[src/rtl/core/el2csr_pkg.sv]
`default_nettype none
package el2csr_pkg;

  localparam logic [2:0] ST_OK        = 3'd0;
  localparam logic [2:0] ST_SELF      = 3'd1;
  localparam logic [2:0] ST_SRC_ORDER = 3'd2;
  localparam logic [2:0] ST_DST_ORDER = 3'd3;
  localparam logic [2:0] ST_DUP       = 3'd4;

  localparam logic [1:0] KIND_DROP = 2'd0;
  localparam logic [1:0] KIND_EDGE = 2'd1;
  localparam logic [1:0] KIND_EOS  = 2'd2;

  typedef struct packed {
    logic [1:0] kind;
    logic [2:0] status;
  } cls_t;

endpackage
`default_nettype wire

[src/rtl/core/el2csr_front.sv]
`default_nettype none
module el2csr_front #(
  parameter int NODE_BITS = 32
) (
  input  wire                   clk,
  input  wire                   rst_n,
  input  wire                   in_valid,
  output logic                  in_stall,
  input  wire  [NODE_BITS-1:0]  in_src_node,
  input  wire  [NODE_BITS-1:0]  in_dst_node,
  input  wire                   in_end_of_stream,
  input  wire                   q_full,
  output logic                  q_push,
  output el2csr_pkg::cls_t      q_cls,
  output logic [NODE_BITS:0]    q_fill_first,
  output logic [NODE_BITS-1:0]  q_fill_count,
  output logic [NODE_BITS-1:0]  q_iso_add,
  output logic [NODE_BITS-1:0]  q_dst
);

  logic [NODE_BITS-1:0] cur_r, cur_nxt;
  logic [NODE_BITS-1:0] last_r, last_nxt;
  logic [NODE_BITS:0]   cur_inc;

  assign in_stall = q_full;
  assign q_push   = in_valid && !q_full;
  assign q_dst    = in_dst_node;
  assign cur_inc  = {1'b0, cur_r} + (NODE_BITS+1)'(1);

  always_comb begin
    q_cls.kind   = el2csr_pkg::KIND_DROP;
    q_cls.status = el2csr_pkg::ST_OK;
    q_fill_first = '0;
    q_fill_count = '0;
    q_iso_add    = '0;
    cur_nxt      = cur_r;
    last_nxt     = last_r;
    if (in_end_of_stream) begin
      q_cls.kind   = el2csr_pkg::KIND_EOS;
      q_fill_first = cur_inc;
      q_fill_count = NODE_BITS'(1);
    end else if (in_src_node == in_dst_node) begin
      q_cls.status = el2csr_pkg::ST_SELF;
    end else if (in_src_node < cur_r) begin
      q_cls.status = el2csr_pkg::ST_SRC_ORDER;
    end else if (in_src_node == cur_r) begin
      if (last_r > in_dst_node) begin
        q_cls.status = el2csr_pkg::ST_DST_ORDER;
      end else if (last_r == in_dst_node) begin
        q_cls.status = el2csr_pkg::ST_DUP;
      end else begin
        q_cls.kind = el2csr_pkg::KIND_EDGE;
        last_nxt   = in_dst_node;
      end
    end else begin
      q_cls.kind   = el2csr_pkg::KIND_EDGE;
      q_fill_first = cur_inc;
      q_fill_count = in_src_node - cur_r;
      q_iso_add    = in_src_node + ~cur_r;
      cur_nxt      = in_src_node;
      last_nxt     = in_dst_node;
    end
  end

  always_ff @(posedge clk) begin
    if (!rst_n) begin
      cur_r  <= '0;
      last_r <= '0;
    end else if (q_push) begin
      cur_r  <= cur_nxt;
      last_r <= last_nxt;
    end
  end

  a_src_monotonic: assert property (@(posedge clk) disable iff (!rst_n)
    $past(rst_n) |-> cur_r >= $past(cur_r))
    else $error("current source moved backward");

  a_last_only_on_edge: assert property (@(posedge clk) disable iff (!rst_n)
    $past(rst_n) && !$past(q_push && q_cls.kind == el2csr_pkg::KIND_EDGE)
      |-> $stable(last_r))
    else $error("last destination changed without an accepted edge");

endmodule
`default_nettype wire

[src/rtl/core/el2csr_queue.sv]
`default_nettype none
module el2csr_queue #(
  parameter int WIDTH = 8,
  parameter int DEPTH = 2
) (
  input  wire              clk,
  input  wire              rst_n,
  input  wire              push,
  input  wire  [WIDTH-1:0] push_data,
  input  wire              pop,
  output logic [WIDTH-1:0] pop_data,
  output logic             full,
  output logic             not_empty
);

  localparam int PW = (DEPTH > 1) ? $clog2(DEPTH) : 1;
  localparam int CW = $clog2(DEPTH + 1);

  logic [WIDTH-1:0] mem_r [DEPTH];
  logic [PW-1:0]    wr_ptr_r, wr_ptr_nxt;
  logic [PW-1:0]    rd_ptr_r, rd_ptr_nxt;
  logic [CW-1:0]    cnt_r, cnt_nxt;

  assign full      = (cnt_r == CW'(DEPTH));
  assign not_empty = (cnt_r != '0);
  assign pop_data  = mem_r[rd_ptr_r];

  always_comb begin
    wr_ptr_nxt = (wr_ptr_r == PW'(DEPTH - 1)) ? '0 : wr_ptr_r + PW'(1);
    rd_ptr_nxt = (rd_ptr_r == PW'(DEPTH - 1)) ? '0 : rd_ptr_r + PW'(1);
    cnt_nxt    = cnt_r;
    if (push && !pop) begin
      cnt_nxt = cnt_r + CW'(1);
    end else if (pop && !push) begin
      cnt_nxt = cnt_r - CW'(1);
    end
  end

  always_ff @(posedge clk) begin
    if (push) begin
      mem_r[wr_ptr_r] <= push_data;
    end
  end

  always_ff @(posedge clk) begin
    if (!rst_n) begin
      wr_ptr_r <= '0;
      rd_ptr_r <= '0;
      cnt_r    <= '0;
    end else begin
      cnt_r <= cnt_nxt;
      if (push) begin
        wr_ptr_r <= wr_ptr_nxt;
      end
      if (pop) begin
        rd_ptr_r <= rd_ptr_nxt;
      end
    end
  end

  a_no_overflow: assert property (@(posedge clk) disable iff (!rst_n)
    push |-> !full || pop)
    else $error("push into full queue");

  a_no_underflow: assert property (@(posedge clk) disable iff (!rst_n)
    pop |-> not_empty)
    else $error("pop from empty queue");

endmodule
`default_nettype wire

[src/rtl/core/el2csr_back.sv]
`default_nettype none
module el2csr_back #(
  parameter int NODE_BITS   = 32,
  parameter int OFFSET_BITS = 48
) (
  input  wire                     clk,
  input  wire                     rst_n,
  input  wire                     cfg_wr_en,
  input  wire                     cfg_wr_data,
  input  wire                     q_not_empty,
  output logic                    q_pop,
  input  wire el2csr_pkg::cls_t   q_cls,
  input  wire  [NODE_BITS:0]      q_fill_first,
  input  wire  [NODE_BITS-1:0]    q_fill_count,
  input  wire  [NODE_BITS-1:0]    q_iso_add,
  input  wire  [NODE_BITS-1:0]    q_dst,
  output logic                    out_valid,
  input  wire                     out_stall,
  output logic [2:0]              out_status,
  output logic                    out_edge_valid,
  output logic [NODE_BITS-1:0]    out_edge_word,
  output logic [NODE_BITS:0]      out_fill_first,
  output logic [NODE_BITS-1:0]    out_fill_count,
  output logic [OFFSET_BITS-1:0]  out_fill_value,
  output logic [OFFSET_BITS-1:0]  out_edges_so_far,
  output logic [NODE_BITS-1:0]    out_isolated_so_far
);

  logic                   narrow_r;
  logic                   out_valid_r;
  logic [OFFSET_BITS-1:0] bo_r, bo_nxt;
  logic [OFFSET_BITS-1:0] et_r, et_nxt;
  logic [NODE_BITS-1:0]   iso_r, iso_nxt;
  logic [OFFSET_BITS:0]   bo_sum, et_sum;
  logic [NODE_BITS:0]     iso_sum;
  logic [OFFSET_BITS-1:0] step;
  logic                   is_edge;

  logic [2:0]             status_r;
  logic                   edge_valid_r;
  logic [NODE_BITS-1:0]   edge_word_r;
  logic [NODE_BITS:0]     fill_first_r;
  logic [NODE_BITS-1:0]   fill_count_r;
  logic [OFFSET_BITS-1:0] fill_value_r;

  assign q_pop   = q_not_empty && (!out_valid_r || !out_stall);
  assign step    = narrow_r ? OFFSET_BITS'(4) : OFFSET_BITS'(8);
  assign bo_sum  = {1'b0, bo_r} + {1'b0, step};
  assign et_sum  = {1'b0, et_r} + (OFFSET_BITS+1)'(1);
  assign iso_sum = {1'b0, iso_r} + {1'b0, q_iso_add};

  always_comb begin
    bo_nxt  = bo_r;
    et_nxt  = et_r;
    iso_nxt = iso_r;
    is_edge = 1'b0;
    case (q_cls.kind)
      el2csr_pkg::KIND_EDGE: begin
        is_edge = 1'b1;
        bo_nxt  = bo_sum[OFFSET_BITS] ? '1 : bo_sum[OFFSET_BITS-1:0];
        et_nxt  = et_sum[OFFSET_BITS] ? '1 : et_sum[OFFSET_BITS-1:0];
        iso_nxt = iso_sum[NODE_BITS] ? '1 : iso_sum[NODE_BITS-1:0];
      end
      el2csr_pkg::KIND_EOS: begin
        is_edge = 1'b0;
      end
      default: begin
        is_edge = 1'b0;
      end
    endcase
  end

  always_ff @(posedge clk) begin
    if (!rst_n) begin
      narrow_r    <= 1'b1;
      out_valid_r <= 1'b0;
      bo_r        <= '0;
      et_r        <= '0;
      iso_r       <= '0;
    end else begin
      if (cfg_wr_en) begin
        narrow_r <= cfg_wr_data;
      end
      if (q_pop) begin
        out_valid_r <= 1'b1;
        bo_r        <= bo_nxt;
        et_r        <= et_nxt;
        iso_r       <= iso_nxt;
      end else if (!out_stall) begin
        out_valid_r <= 1'b0;
      end
    end
  end

  always_ff @(posedge clk) begin
    if (q_pop) begin
      status_r     <= q_cls.status;
      edge_valid_r <= is_edge;
      edge_word_r  <= is_edge ? q_dst : '0;
      fill_first_r <= q_fill_first;
      fill_count_r <= q_fill_count;
      fill_value_r <= (q_fill_count != '0) ? bo_r : '0;
    end
  end

  assign out_valid           = out_valid_r;
  assign out_status          = status_r;
  assign out_edge_valid      = edge_valid_r;
  assign out_edge_word       = edge_word_r;
  assign out_fill_first      = fill_first_r;
  assign out_fill_count      = fill_count_r;
  assign out_fill_value      = fill_value_r;
  assign out_edges_so_far    = et_r;
  assign out_isolated_so_far = iso_r;

  a_offset_only_on_edge: assert property (@(posedge clk) disable iff (!rst_n)
    $past(rst_n) && !$past(q_pop && q_cls.kind == el2csr_pkg::KIND_EDGE)
      |-> $stable(bo_r) && $stable(et_r))
    else $error("offset or edge total moved without an accepted edge");

  a_total_monotonic: assert property (@(posedge clk) disable iff (!rst_n)
    $past(rst_n) |-> et_r >= $past(et_r) && iso_r >= $past(iso_r))
    else $error("saturating total decreased");

  a_empty_fill: assert property (@(posedge clk) disable iff (!rst_n)
    out_valid_r && fill_count_r == '0 |-> fill_first_r == '0 && fill_value_r == '0)
    else $error("empty fill carries nonzero first entry or value");

endmodule
`default_nettype wire

[src/rtl/core/sorted_edge_list_to_csr.sv]
// Channel  Direction  Handshake          Payload
// in       input      in_valid/in_stall   in_src_node, in_dst_node, in_end_of_stream
// out      output     out_valid/out_stall out_status .. out_isolated_so_far
// cfg      input      cfg_wr_en           cfg_wr_data (narrow_edges)
//
// One edge per cycle while out_stall is low; output is registered after the queue.
// The front stage classifies against its own source/destination registers at accept.
// A 2-entry queue separates classification from the offset and counter update stage.
// rst_n is synchronous; it sets narrow_edges to 1 and zeroes counters and pointers.
// in_stall rises only when the queue is full, i.e. after out_stall backs it up.
`default_nettype none
module sorted_edge_list_to_csr #(
  parameter int NODE_BITS   = 32,
  parameter int OFFSET_BITS = 48
) (
  input  wire                     clk,
  input  wire                     rst_n,
  input  wire                     cfg_wr_en,
  input  wire                     cfg_wr_data,
  input  wire                     in_valid,
  output logic                    in_stall,
  input  wire  [NODE_BITS-1:0]    in_src_node,
  input  wire  [NODE_BITS-1:0]    in_dst_node,
  input  wire                     in_end_of_stream,
  output logic                    out_valid,
  input  wire                     out_stall,
  output logic [2:0]              out_status,
  output logic                    out_edge_valid,
  output logic [NODE_BITS-1:0]    out_edge_word,
  output logic [NODE_BITS:0]      out_fill_first,
  output logic [NODE_BITS-1:0]    out_fill_count,
  output logic [OFFSET_BITS-1:0]  out_fill_value,
  output logic [OFFSET_BITS-1:0]  out_edges_so_far,
  output logic [NODE_BITS-1:0]    out_isolated_so_far
);

  localparam int QW = $bits(el2csr_pkg::cls_t) + (NODE_BITS + 1) + 3 * NODE_BITS;

  el2csr_pkg::cls_t      f_cls, b_cls;
  logic                  f_push, q_full, q_not_empty, b_pop;
  logic [NODE_BITS:0]    f_fill_first, b_fill_first;
  logic [NODE_BITS-1:0]  f_fill_count, b_fill_count;
  logic [NODE_BITS-1:0]  f_iso_add, b_iso_add;
  logic [NODE_BITS-1:0]  f_dst, b_dst;
  logic [QW-1:0]         q_in, q_out;

  el2csr_front #(.NODE_BITS(NODE_BITS)) u_front (
    .clk              (clk),
    .rst_n            (rst_n),
    .in_valid         (in_valid),
    .in_stall         (in_stall),
    .in_src_node      (in_src_node),
    .in_dst_node      (in_dst_node),
    .in_end_of_stream (in_end_of_stream),
    .q_full           (q_full),
    .q_push           (f_push),
    .q_cls            (f_cls),
    .q_fill_first     (f_fill_first),
    .q_fill_count     (f_fill_count),
    .q_iso_add        (f_iso_add),
    .q_dst            (f_dst)
  );

  assign q_in = {f_cls, f_fill_first, f_fill_count, f_iso_add, f_dst};
  assign {b_cls, b_fill_first, b_fill_count, b_iso_add, b_dst} = q_out;

  el2csr_queue #(.WIDTH(QW), .DEPTH(2)) u_queue (
    .clk       (clk),
    .rst_n     (rst_n),
    .push      (f_push),
    .push_data (q_in),
    .pop       (b_pop),
    .pop_data  (q_out),
    .full      (q_full),
    .not_empty (q_not_empty)
  );

  el2csr_back #(.NODE_BITS(NODE_BITS), .OFFSET_BITS(OFFSET_BITS)) u_back (
    .clk                 (clk),
    .rst_n               (rst_n),
    .cfg_wr_en           (cfg_wr_en),
    .cfg_wr_data         (cfg_wr_data),
    .q_not_empty         (q_not_empty),
    .q_pop               (b_pop),
    .q_cls               (b_cls),
    .q_fill_first        (b_fill_first),
    .q_fill_count        (b_fill_count),
    .q_iso_add           (b_iso_add),
    .q_dst               (b_dst),
    .out_valid           (out_valid),
    .out_stall           (out_stall),
    .out_status          (out_status),
    .out_edge_valid      (out_edge_valid),
    .out_edge_word       (out_edge_word),
    .out_fill_first      (out_fill_first),
    .out_fill_count      (out_fill_count),
    .out_fill_value      (out_fill_value),
    .out_edges_so_far    (out_edges_so_far),
    .out_isolated_so_far (out_isolated_so_far)
  );

endmodule
`default_nettype wire
[config.mk]
export PLATFORM = sky130hd
export DESIGN_NAME = sorted_edge_list_to_csr
export DESIGN_NICKNAME = d
export VERILOG_FILES = /design/src/rtl/core/el2csr_pkg.sv /design/src/rtl/core/el2csr_front.sv /design/src/rtl/core/el2csr_queue.sv /design/src/rtl/core/el2csr_back.sv /design/src/rtl/core/sorted_edge_list_to_csr.sv
export SDC_FILE = /design/constraint.sdc
export NUM_CORES = 1
export LEC_CHECK = 0
export BUFFER_PORTS_ARGS = -buffer_cell sky130_fd_sc_hd__buf_2
export CORE_AREA = 4 4 237 239
export DETAILED_ROUTE_END_ITERATION = 10
export DIE_AREA = 0 0 241 243
export PLACE_DENSITY = 0.76
export RECOVER_POWER = 100
export REMOVE_ABC_BUFFERS = 1
export SLEW_MARGIN = 5
export SYNTH_ARGS = -nofsm -noshare
export SYNTH_HDL_FRONTEND = slang
export SYNTH_SLANG_ARGS = --single-unit
export TNS_END_PERCENT = 30
[constraint.sdc]
create_clock -name clk -period 10.2 [get_ports clk]
set_input_delay 2.55 -clock clk [delete_from_list [all_inputs] [get_ports clk]]
set_output_delay 2.55 -clock clk [all_outputs]
set_load 0.02 [all_outputs]
==> results_dict.tcl, run 1 <==
set metrics [dict create \
    grt_pass1_vias 20520 \
    coreArea_sq_um 53810 \
    slowest_stage "clkbuf_1" \
    avgSynthCellArea_sq_um 11.34 \
    syn-cell-area_sq_um 29590 \
    yosysWarnings 0 \
    synth_seq_area_share_pct 55.62 \
    drt-total-wl_um 75510 \
    report.final.setup_viol 0 \
    vias 20910 \
    critical_path.cell_chain "clkbuf_1 > nand2_1 > nor2_1 > buf_4 > clkbuf_1" \
    vias_per_cell 5.780 \
    die_x_um 241 \
    fin_ws_ps 2630 \
    cts_tree "built" \
    critPathMaxFanout 58 \
    cts_buffers 61 \
    final_hold_viol_count 0 \
    finalClockSkew_ps 26.01 \
    outcome "finished with violations" \
    crit_buf_inv 3 \
    synth_top_area_share_pct 42.22 \
    whs_ps 460.9 \
    max_stage_delay_ps 2440 \
    htree_levels 2 \
    nets 3044 \
    p_leak_nw 12.13 \
    switching_share_pct 33.50 \
    clock_latency_ps 630 \
    synth_commonest_cells "edfxtp_1, nand2_1, a21oi_1, nor2_1, dfxtp_1" \
    max_freq_mhz 132.1 \
    cp_top_family "buffers and inverters" \
    fin_area_sq_um 33200 \
    worstHoldPathType "reg2reg" \
    place_ws_ps 4081 \
    synth_top_area_cell "edfxtp_1" \
    clockBufferDepth 3 \
    dpl.hpwl_um 54710 \
    min_period_over_period_pct 74.21 \
    clock_sinks 614 \
    routabilityCongestion 0.9462 \
    grt_pass1_wl_um 116500 \
    area_delta_synth_final_pct 12.20 \
    port_buffers 301 \
    wl_per_cell_um 20.87 \
    p_clk_share_pct 28.6 \
    post_cts_buffers 0 \
    antenna_found_initial 1 \
    path_clk_slew_ps 60 \
    max_slew_margin_pct -211.6 \
    ios 302 \
    start_kind "input port" \
    cp.required_ps 10340 \
    ys_async_sr_fraction_pct 0 \
    drtIter0Drc 1479 \
    p_sw_w 0.002756 \
    cts_resized 0 \
    hold_buffers 0 \
    combPwrFrac_pct 28.0 \
    grt_use_total_pct 25.10 \
    grt_overflow 0 \
    ys_types 83 \
    ir_worst_vdd_v 0.0001741 \
    power.density_nw_per_um2 247.9 \
    rows 85 \
    synthCells 2608 \
    grt_max_degree 97 \
    cp.arrival_ps 7710 \
    path_common_cell "clkbuf_1" \
    dieHeight_um 243 \
    rsz0062_at_grt "false" \
    ys_seq_elements 614 \
    power_frac_seq_pct 43.3 \
    placed_area_sq_um 31520 \
    dr.pass1.iters 5 \
    die_area_sq_um 58560 \
    drive_gt1_share_pct 8.733 \
    min_period_ps 7570 \
    worst_pin_slew_ps 4674 \
    intPower_w 0.005472 \
    synth.most_common_cell "edfxtp_1" \
    worst-setup-path-type "in2reg" \
    maxCapViolations 14 \
    setup_tns_ps 0 \
    synth-main-ff-cell "edfxtp_1" \
    final-max-slew-violation-count 721 \
    yosys-top-cells-area "edfxtp_1, dfxtp_1, ha_1, xnor2_1, mux2_2" \
    postRouteAntennaNets 0 \
    end_kind "register" \
    clockRootBuffer "clkbuf_16" \
    drcViolationCount 0 \
    synth_edf_count 416 \
    violations "max-capacitance violations, max-slew violations" \
    initial_core_util_pct 54.98 \
]
state kept, by name (all words and copies together) (netlist names), named ones only:
signal and flops:
u_back.bo_r 47, u_back.narrow_r 1, u_back.out_edge_valid 1, u_back.out_edge_word 32, u_back.out_edges_so_far 48, u_back.out_fill_count 32, u_back.out_fill_first 33, u_back.out_fill_value 47
u_back.out_isolated_so_far 32, u_back.out_status 3, u_back.out_valid 1, u_front.cur_r 32, u_front.last_r 32, u_queue.cnt_r 2, u_queue.mem_r 268, u_queue.rd_ptr_r 1
u_queue.wr_ptr_r 1
path summary, 6_finish.rpt:
path	cells after the start	slack [ps]	startpoint	to
max	5	2630	in_valid	u_queue.mem_r[0][15]
min	2	460	u_front.cur_r[15]	u_front.cur_r[15]
min reg2reg	2	460	u_front.cur_r[15]	u_front.cur_r[15]
max reg2reg	13	2840	register	u_back.out_isolated_so_far[3]
power by group through the flow:
stage               logic (W)  clock network (W)  registers (W)
CTS                   0.00241            0.00239        0.00352
global placement      0.00234                  0        0.00355
floorplan             0.00126                  0        0.00398
finish                0.00231            0.00236        0.00357
global route          0.00250            0.00250        0.00362
detailed placement    0.00239                  0        0.00357
metal layers:
layer / vias to the layer above / part of all wire [%] / GRT usage, %
met5: - / 0 / 0
met4: 0 / 2.6 / 6.633
met3: 130 / 6.6 / 4.484
met2: 681 / 49 / 42.25
met1: 10220 / 42 / 33.73
li1: 9883 / - / -
placed cells by master (no fill, tap or decap), types with 51 or more instances in the layout:
cell type  Yosys  layout
mux2_2       100      66
inv_1        112     111
nand4_1       51      51
nand3_1       64      65
ha_1         102     102
a21oi_1      203     209
dfxtp_1      198     198
xor2_1        80      80
clkbuf_1      61     288
o21ai_0       86      87
xnor2_1      141     141
mux2i_1      103     103
edfxtp_1     416     416
nand2_1      234     234
clkbuf_16      0      63
nor2_1       203     203
through the flow:
stage / utilization [%] / std cells / power [W]
global route: 61.68 / 3617 / 0.008615
floorplan: - / 2485 / 0.005240
global placement: 58.57 / 3500 / 0.005889
detailed placement: 58.57 / 3500 / 0.005960
CTS: 62.53 / 3616 / 0.008323
finish: 61.69 / 3618 / 0.008228
logic make-up after synthesis:
group,after synthesis,synth area share [%]
AOI/OAI and AO/OA,465,9.701
and+or+nand+nor,763,12.72
buffers and inverters,236,3.544
xor gates and xnor gates,221,6.542
muxes,203,7.291
DFF,614,55.62
adders and majority gates,106,4.584
area by class of cell:
class                      instances  area [sq um]
timing repair buffer             319          1272
inverter                         113         425.4
fill                            4443         20620
sequential                       614         16460
clock inverter                    34         404.1
clock buffer                      82          1728
antenna                            2         5.005
tap                              696         870.8
multi-input combinational       1758         12030
worst reg2reg max path: stages, from the launching register on:
cell	delay (ps)
dfxtp_1	1510
clkbuf_1	1890
mux2_2	520
ha_1	230
fa_1	410
a21o_1	200
a221oi_1	490
a21oi_1	230
o2111ai_1	490
o31ai_1	180
a41o_1	350
a31oi_2	200
buf_4	370
a21oi_1	140
(Power assumes the default switching activity.)
==> run 2, diff against run 1 <==
--- a/config.mk
+++ b/config.mk
@@ -6,10 +6,10 @@
 export NUM_CORES = 1
 export LEC_CHECK = 0
 export BUFFER_PORTS_ARGS = -buffer_cell sky130_fd_sc_hd__buf_2
-export CORE_AREA = 4 4 237 239
+export CORE_AREA = 4 4 240 242
 export DETAILED_ROUTE_END_ITERATION = 10
-export DIE_AREA = 0 0 241 243
-export PLACE_DENSITY = 0.76
+export DIE_AREA = 0 0 244 246
+export PLACE_DENSITY = 0.77
 export RECOVER_POWER = 100
 export REMOVE_ABC_BUFFERS = 1
 export SLEW_MARGIN = 5
==> constraint.sdc (replaced) <==
create_clock -name clk -period 6.45 [get_ports clk]
set_input_delay 1.6125 -clock clk [delete_from_list [all_inputs] [get_ports clk]]
set_output_delay 1.6125 -clock clk [all_outputs]
set_load 0.02 [all_outputs]
==> results_dict.tcl, run 2 (synthesized netlist as in run 1, its figures left out) <==
set metrics [dict create \
    final_hold_viol_count 0 \
    p_clk_share_pct 28.5 \
    finalPower_w 0.01299 \
    antenna_found_initial 2 \
    post_cts_buffers 0 \
    place_ws_ps 1044 \
    grt_overflow 0 \
    fin_ws_ps 810.7 \
    drive_gt1_share_pct 7.997 \
    cts_tree "built" \
    final_cell_mix "edfxtp_1, clkbuf_1, nand2_1" \
    max_slew_margin_pct -155.6 \
    cts_buffers 66 \
    max_freq_mhz 177.3 \
    htree_levels 3 \
    intPower_w 0.008614 \
    nets 3049 \
    final_common_cell "edfxtp_1" \
    drcViolationCount 0 \
    rr_worst_depth 12 \
    clockRootBuffer "clkbuf_16" \
    initial_core_util_pct 53.70 \
    area_delta_synth_final_pct 12.37 \
    coreArea_sq_um 55090 \
    setup_tns_ps 0 \
    dieHeight_um 246 \
    start_kind "input port" \
    ios 302 \
    vias_per_cell 5.693 \
    finalClockSkew_ps 13.57 \
    top_register "u_queue.mem_r" \
    outcome "finished with violations" \
    end_kind "register" \
    clockBufferDepth 3 \
    rows 86 \
    power.density_nw_per_um2 390.6 \
    hold_buffers 0 \
    clock_sinks 614 \
    postRouteAntennaNets 0 \
    cts_resized 0 \
    reg2reg_slack_ps 1130 \
    grt_pass1_wl_um 118300 \
    violations "max-capacitance violations, max-slew violations" \
    wl_per_cell_um 20.77 \
    grt_pass1_vias 21030 \
    critPathMaxFanout 32 \
    die_area_sq_um 60020 \
    placed_area_sq_um 31620 \
    path_clk_slew_ps 60 \
    grt_use_total_pct 24.96 \
    hold-path-cell-count 2 \
    critical_path.cell_chain "clkbuf_1 > inv_1 > ha_1 > nand4_1 > or2_0 > nor2_1 > o21ai_0 > nor4bb_1 > o41ai_1 > a211oi_4 > clkbuf_2 > mux2i_1" \
    port_buffers 301 \
    maxCapViolations 10 \
    worst-setup-path-type "in2reg" \
    routabilityCongestion 0.9442 \
    vias 20930 \
    largest_reg_flops 268 \
    ir_worst_vdd_v 0.0002715 \
    p_sw_w 0.004372 \
    p_leak_nw 12.15 \
    slowest_stage "o41ai_1" \
    switching_share_pct 33.67 \
    fin_area_sq_um 33250 \
    worstHoldPathType "reg2reg" \
    min_period_ps 5639 \
    whs_ps 455.6 \
    dr.pass1.iters 5 \
    grt_max_degree 173 \
    worst_pin_slew_ps 3833 \
    cp.required_ps 6940 \
    power_frac_seq_pct 43.0 \
    cp.arrival_ps 6130 \
    max_stage_delay_ps 1400 \
    report.final.setup_viol 0 \
    rsz0062_at_grt "false" \
    drtIter0Drc 1547 \
    drt-total-wl_um 76370 \
    final-max-slew-violation-count 515 \
    dpl.hpwl_um 55800 \
    combPwrFrac_pct 28.4 \
    clock_latency_ps 600 \
    min_period_over_period_pct 87.43 \
    die_x_um 244 \
]
[run 2: cell count changes in the layout (fill, tap and decap cells not counted), moves of 5 or more]
cell | before | now
a21oi_1 | 209 | 215
a21oi_2 | 9 | 3
clkbuf_1 | 288 | 299
clkbuf_16 | 63 | 69
clkbuf_8 | 8 | 3
clkinv_2 | 11 | 4
[run 2: worst paths after layout]
| kind | startpoint | to |
|---|---|---|
| max | in_dst_node[15] | u_front.last_r[11] |
| min | u_front.cur_r[15] | u_front.cur_r[15] |
| max reg2reg | register | u_back.out_isolated_so_far[30] |
| min reg2reg | u_front.cur_r[15] | u_front.cur_r[15] |
[run 2: through the flow]
step	cells	utilization (%)
after floorplan	2485	-
after global placement	3552	57.39
after detailed placement	3552	57.39
after CTS	3674	61.26
after global routing	3676	60.35
final	3676	60.35
[run 2: metal layers]
metal	track usage (%)	vias up	routed length [um]
met2	41.91	664	36840
met3	4.234	128	4681
met5	0	-	0
met4	9.097	0	2345
li1	-	9900	-
met1	32.87	10230	32500
[run 2: power by group through the flow]
stage               clock network [W]  logic, W  registers, W
finish                        0.00370   0.00369       0.00559
global route                  0.00395   0.00400       0.00567
CTS                           0.00378   0.00384       0.00556
detailed placement                  0   0.00381       0.00563
global placement                    0   0.00375       0.00560
floorplan                           0   0.00199       0.00630
[run 2: worst max-delay path, delay by kind of cell]
| kind | cells | cell delay, ps |
|---|---|---|
| simple gates | 4 | 950 |
| mux | 1 | 410 |
| fa+ha+maj | 1 | 330 |
| compound gates | 3 | 1740 |
| buf+inv | 3 | 1040 |
[run 2: cell type report]
class / count / area [sq um]
antenna: 2 / 5.005
clock buffer: 98 / 1866
fill: 4569 / 21840
clock inverter: 24 / 262.8
multi-input combinational: 1758 / 11990
inverter: 113 / 429.2
timing repair buffer: 319 / 1305
tap: 748 / 935.9
sequential: 614 / 16460
==> run 3, diff against run 2 <==
--- a/config.mk
+++ b/config.mk
@@ -11,9 +11,7 @@
 export DIE_AREA = 0 0 244 246
 export PLACE_DENSITY = 0.77
 export RECOVER_POWER = 100
-export REMOVE_ABC_BUFFERS = 1
 export SLEW_MARGIN = 5
 export SYNTH_ARGS = -nofsm -noshare
 export SYNTH_HDL_FRONTEND = slang
 export SYNTH_SLANG_ARGS = --single-unit
-export TNS_END_PERCENT = 30
==> results_dict.tcl, run 3 (synthesized netlist as in run 1, its figures left out) <==
set metrics [dict create \
    grt_max_degree 135 \
    violations "max-capacitance violations, max-slew violations" \
    power.density_nw_per_um2 389.7 \
    ir_worst_vdd_v 0.0002484 \
    whs_ps 456.5 \
    largest_reg_flops 268 \
    path_clk_slew_ps 60 \
    routabilityCongestion 0.9714 \
    report.final.setup_viol 0 \
    drcViolationCount 0 \
    cts_buffers 61 \
    postRouteAntennaNets 0 \
    syn_nets 2785 \
    nets 3042 \
    maxCapViolations 6 \
    finalClockSkew_ps 22.32 \
    die_area_sq_um 60020 \
    fin_util_pct 60.33 \
    vias 20860 \
    fillers 4612 \
    grt_overflow 0 \
    placed_area_sq_um 31620 \
    multi_input_area_sq_um 11990 \
    setup_tns_ps 0 \
    post_cts_buffers 0 \
    port_buffers 301 \
    rsz0062_at_grt "false" \
    coreArea_sq_um 55090 \
    max_freq_mhz 187.9 \
    min_period_ps 5322 \
    cp.arrival_ps 5800 \
    min_period_over_period_pct 82.51 \
    drtIter0Drc 1351 \
    top_register "u_queue.mem_r" \
    drive_gt1_share_pct 8.328 \
    grt_use_total_pct 25.01 \
    fin_area_sq_um 33240 \
    outcome "finished with violations" \
    place_ws_ps 1142 \
    final_common_cell "edfxtp_1" \
    clock_latency_ps 640 \
    drt-total-wl_um 76650 \
    initial_core_util_pct 53.70 \
    max_slew_margin_pct -144.5 \
    antenna_found_initial 5 \
    p_leak_nw 12.16 \
    die_x_um 244 \
    regArea_sq_um 16460 \
    worst_pin_slew_ps 3668 \
    top_layer_used "met5" \
    clockRootBuffer "clkbuf_16" \
    final_cell_mix "edfxtp_1, clkbuf_1, nand2_1" \
    hold_buffers 0 \
    start_kind "register" \
    critPathMaxFanout 37 \
    htree_levels 2 \
    cp.required_ps 6930 \
    clockBufferDepth 3 \
    dr.pass1.iters 7 \
    cts_resized 0 \
    dieHeight_um 246 \
    cts_tree "built" \
    final_hold_viol_count 0 \
    clock_sinks 614 \
    vias_per_cell 5.687 \
    fin_ws_ps 1128 \
    wl_met1_um 31350 \
    worst-setup-path-type "reg2reg" \
    grt_pass1_vias 20740 \
    rows 86 \
    wl_met2_um 37640 \
    ios 302 \
    wl_per_cell_um 20.90 \
    final-max-slew-violation-count 417 \
    worstHoldPathType "reg2reg" \
    end_kind "register" \
    grt_pass1_wl_um 118500 \
    area_delta_synth_final_pct 12.34 \
    wl_met3_um 4552 \
    dpl.hpwl_um 56450 \
]
==> run 3: changes by cell type in the layout (fill, tap and decap cells not counted), moves of 4 or more <==
cell	change
clkinv_2	+9
bufinv_16	+6
clkbuf_16	-6
clkbuf_1	-19
and2_0	-4
and2_1	+4
==> run 3: cell type report <==
class / count / area share [%]
sequential: 614 / 49.51
multi-input combinational: 1758 / 36.06
clock buffer: 74 / 4.927
timing repair buffer: 317 / 3.888
tap: 748 / 2.816
clock inverter: 42 / 1.494
inverter: 113 / 1.295
antenna: 1 / 0.007528
==> run 3: routing by layer <==
metal | up-vias | global-route usage (%)
met1 | 10120 | 32.00
met4 | 6 | 8.878
li1 | 9868 | -
met5 | - | 0
met3 | 174 | 3.820
met2 | 690 | 43.51
==> run 3: per-stage QoR <==
stage,power (W),instances
after floorplan,0.008242,2608
final,0.01295,3667
after CTS,0.01317,3666
after detailed placement,0.009424,3550
after global routing,0.01357,3666
after global placement,0.009330,3550
==> run 3: path summary, 6_finish.rpt <==
check	startpoint	to	slack (ps)	depth (start not counted)
hold / removal	u_back.bo_r[0]	u_back.bo_r[0]	460	2
setup reg to reg	register	u_back.out_isolated_so_far[10]	1130	12
hold reg to reg	u_back.bo_r[0]	u_back.bo_r[0]	460	2
setup / recovery	register	u_back.out_isolated_so_far[10]	1130	12
==> run 3: power by group <==
group	internal, W	switching [W]
Clock	0.00221	0.00152
Combinational	0.00110	0.00250
Sequential	0.00530	0.000316
Total	0.00862	0.00434
==> run 3: critical path: stages (launching register included) <==
cell and delay, ps:
dfxtp_1 1440, mux2_1 410, ha_1 230, fa_1 430, a21o_1 210, a221oi_2 330, a21oi_1 160, o2111ai_1 480
o31ai_1 160, a41o_1 340, a31oi_2 220, clkbuf_2 560, a21oi_1 140
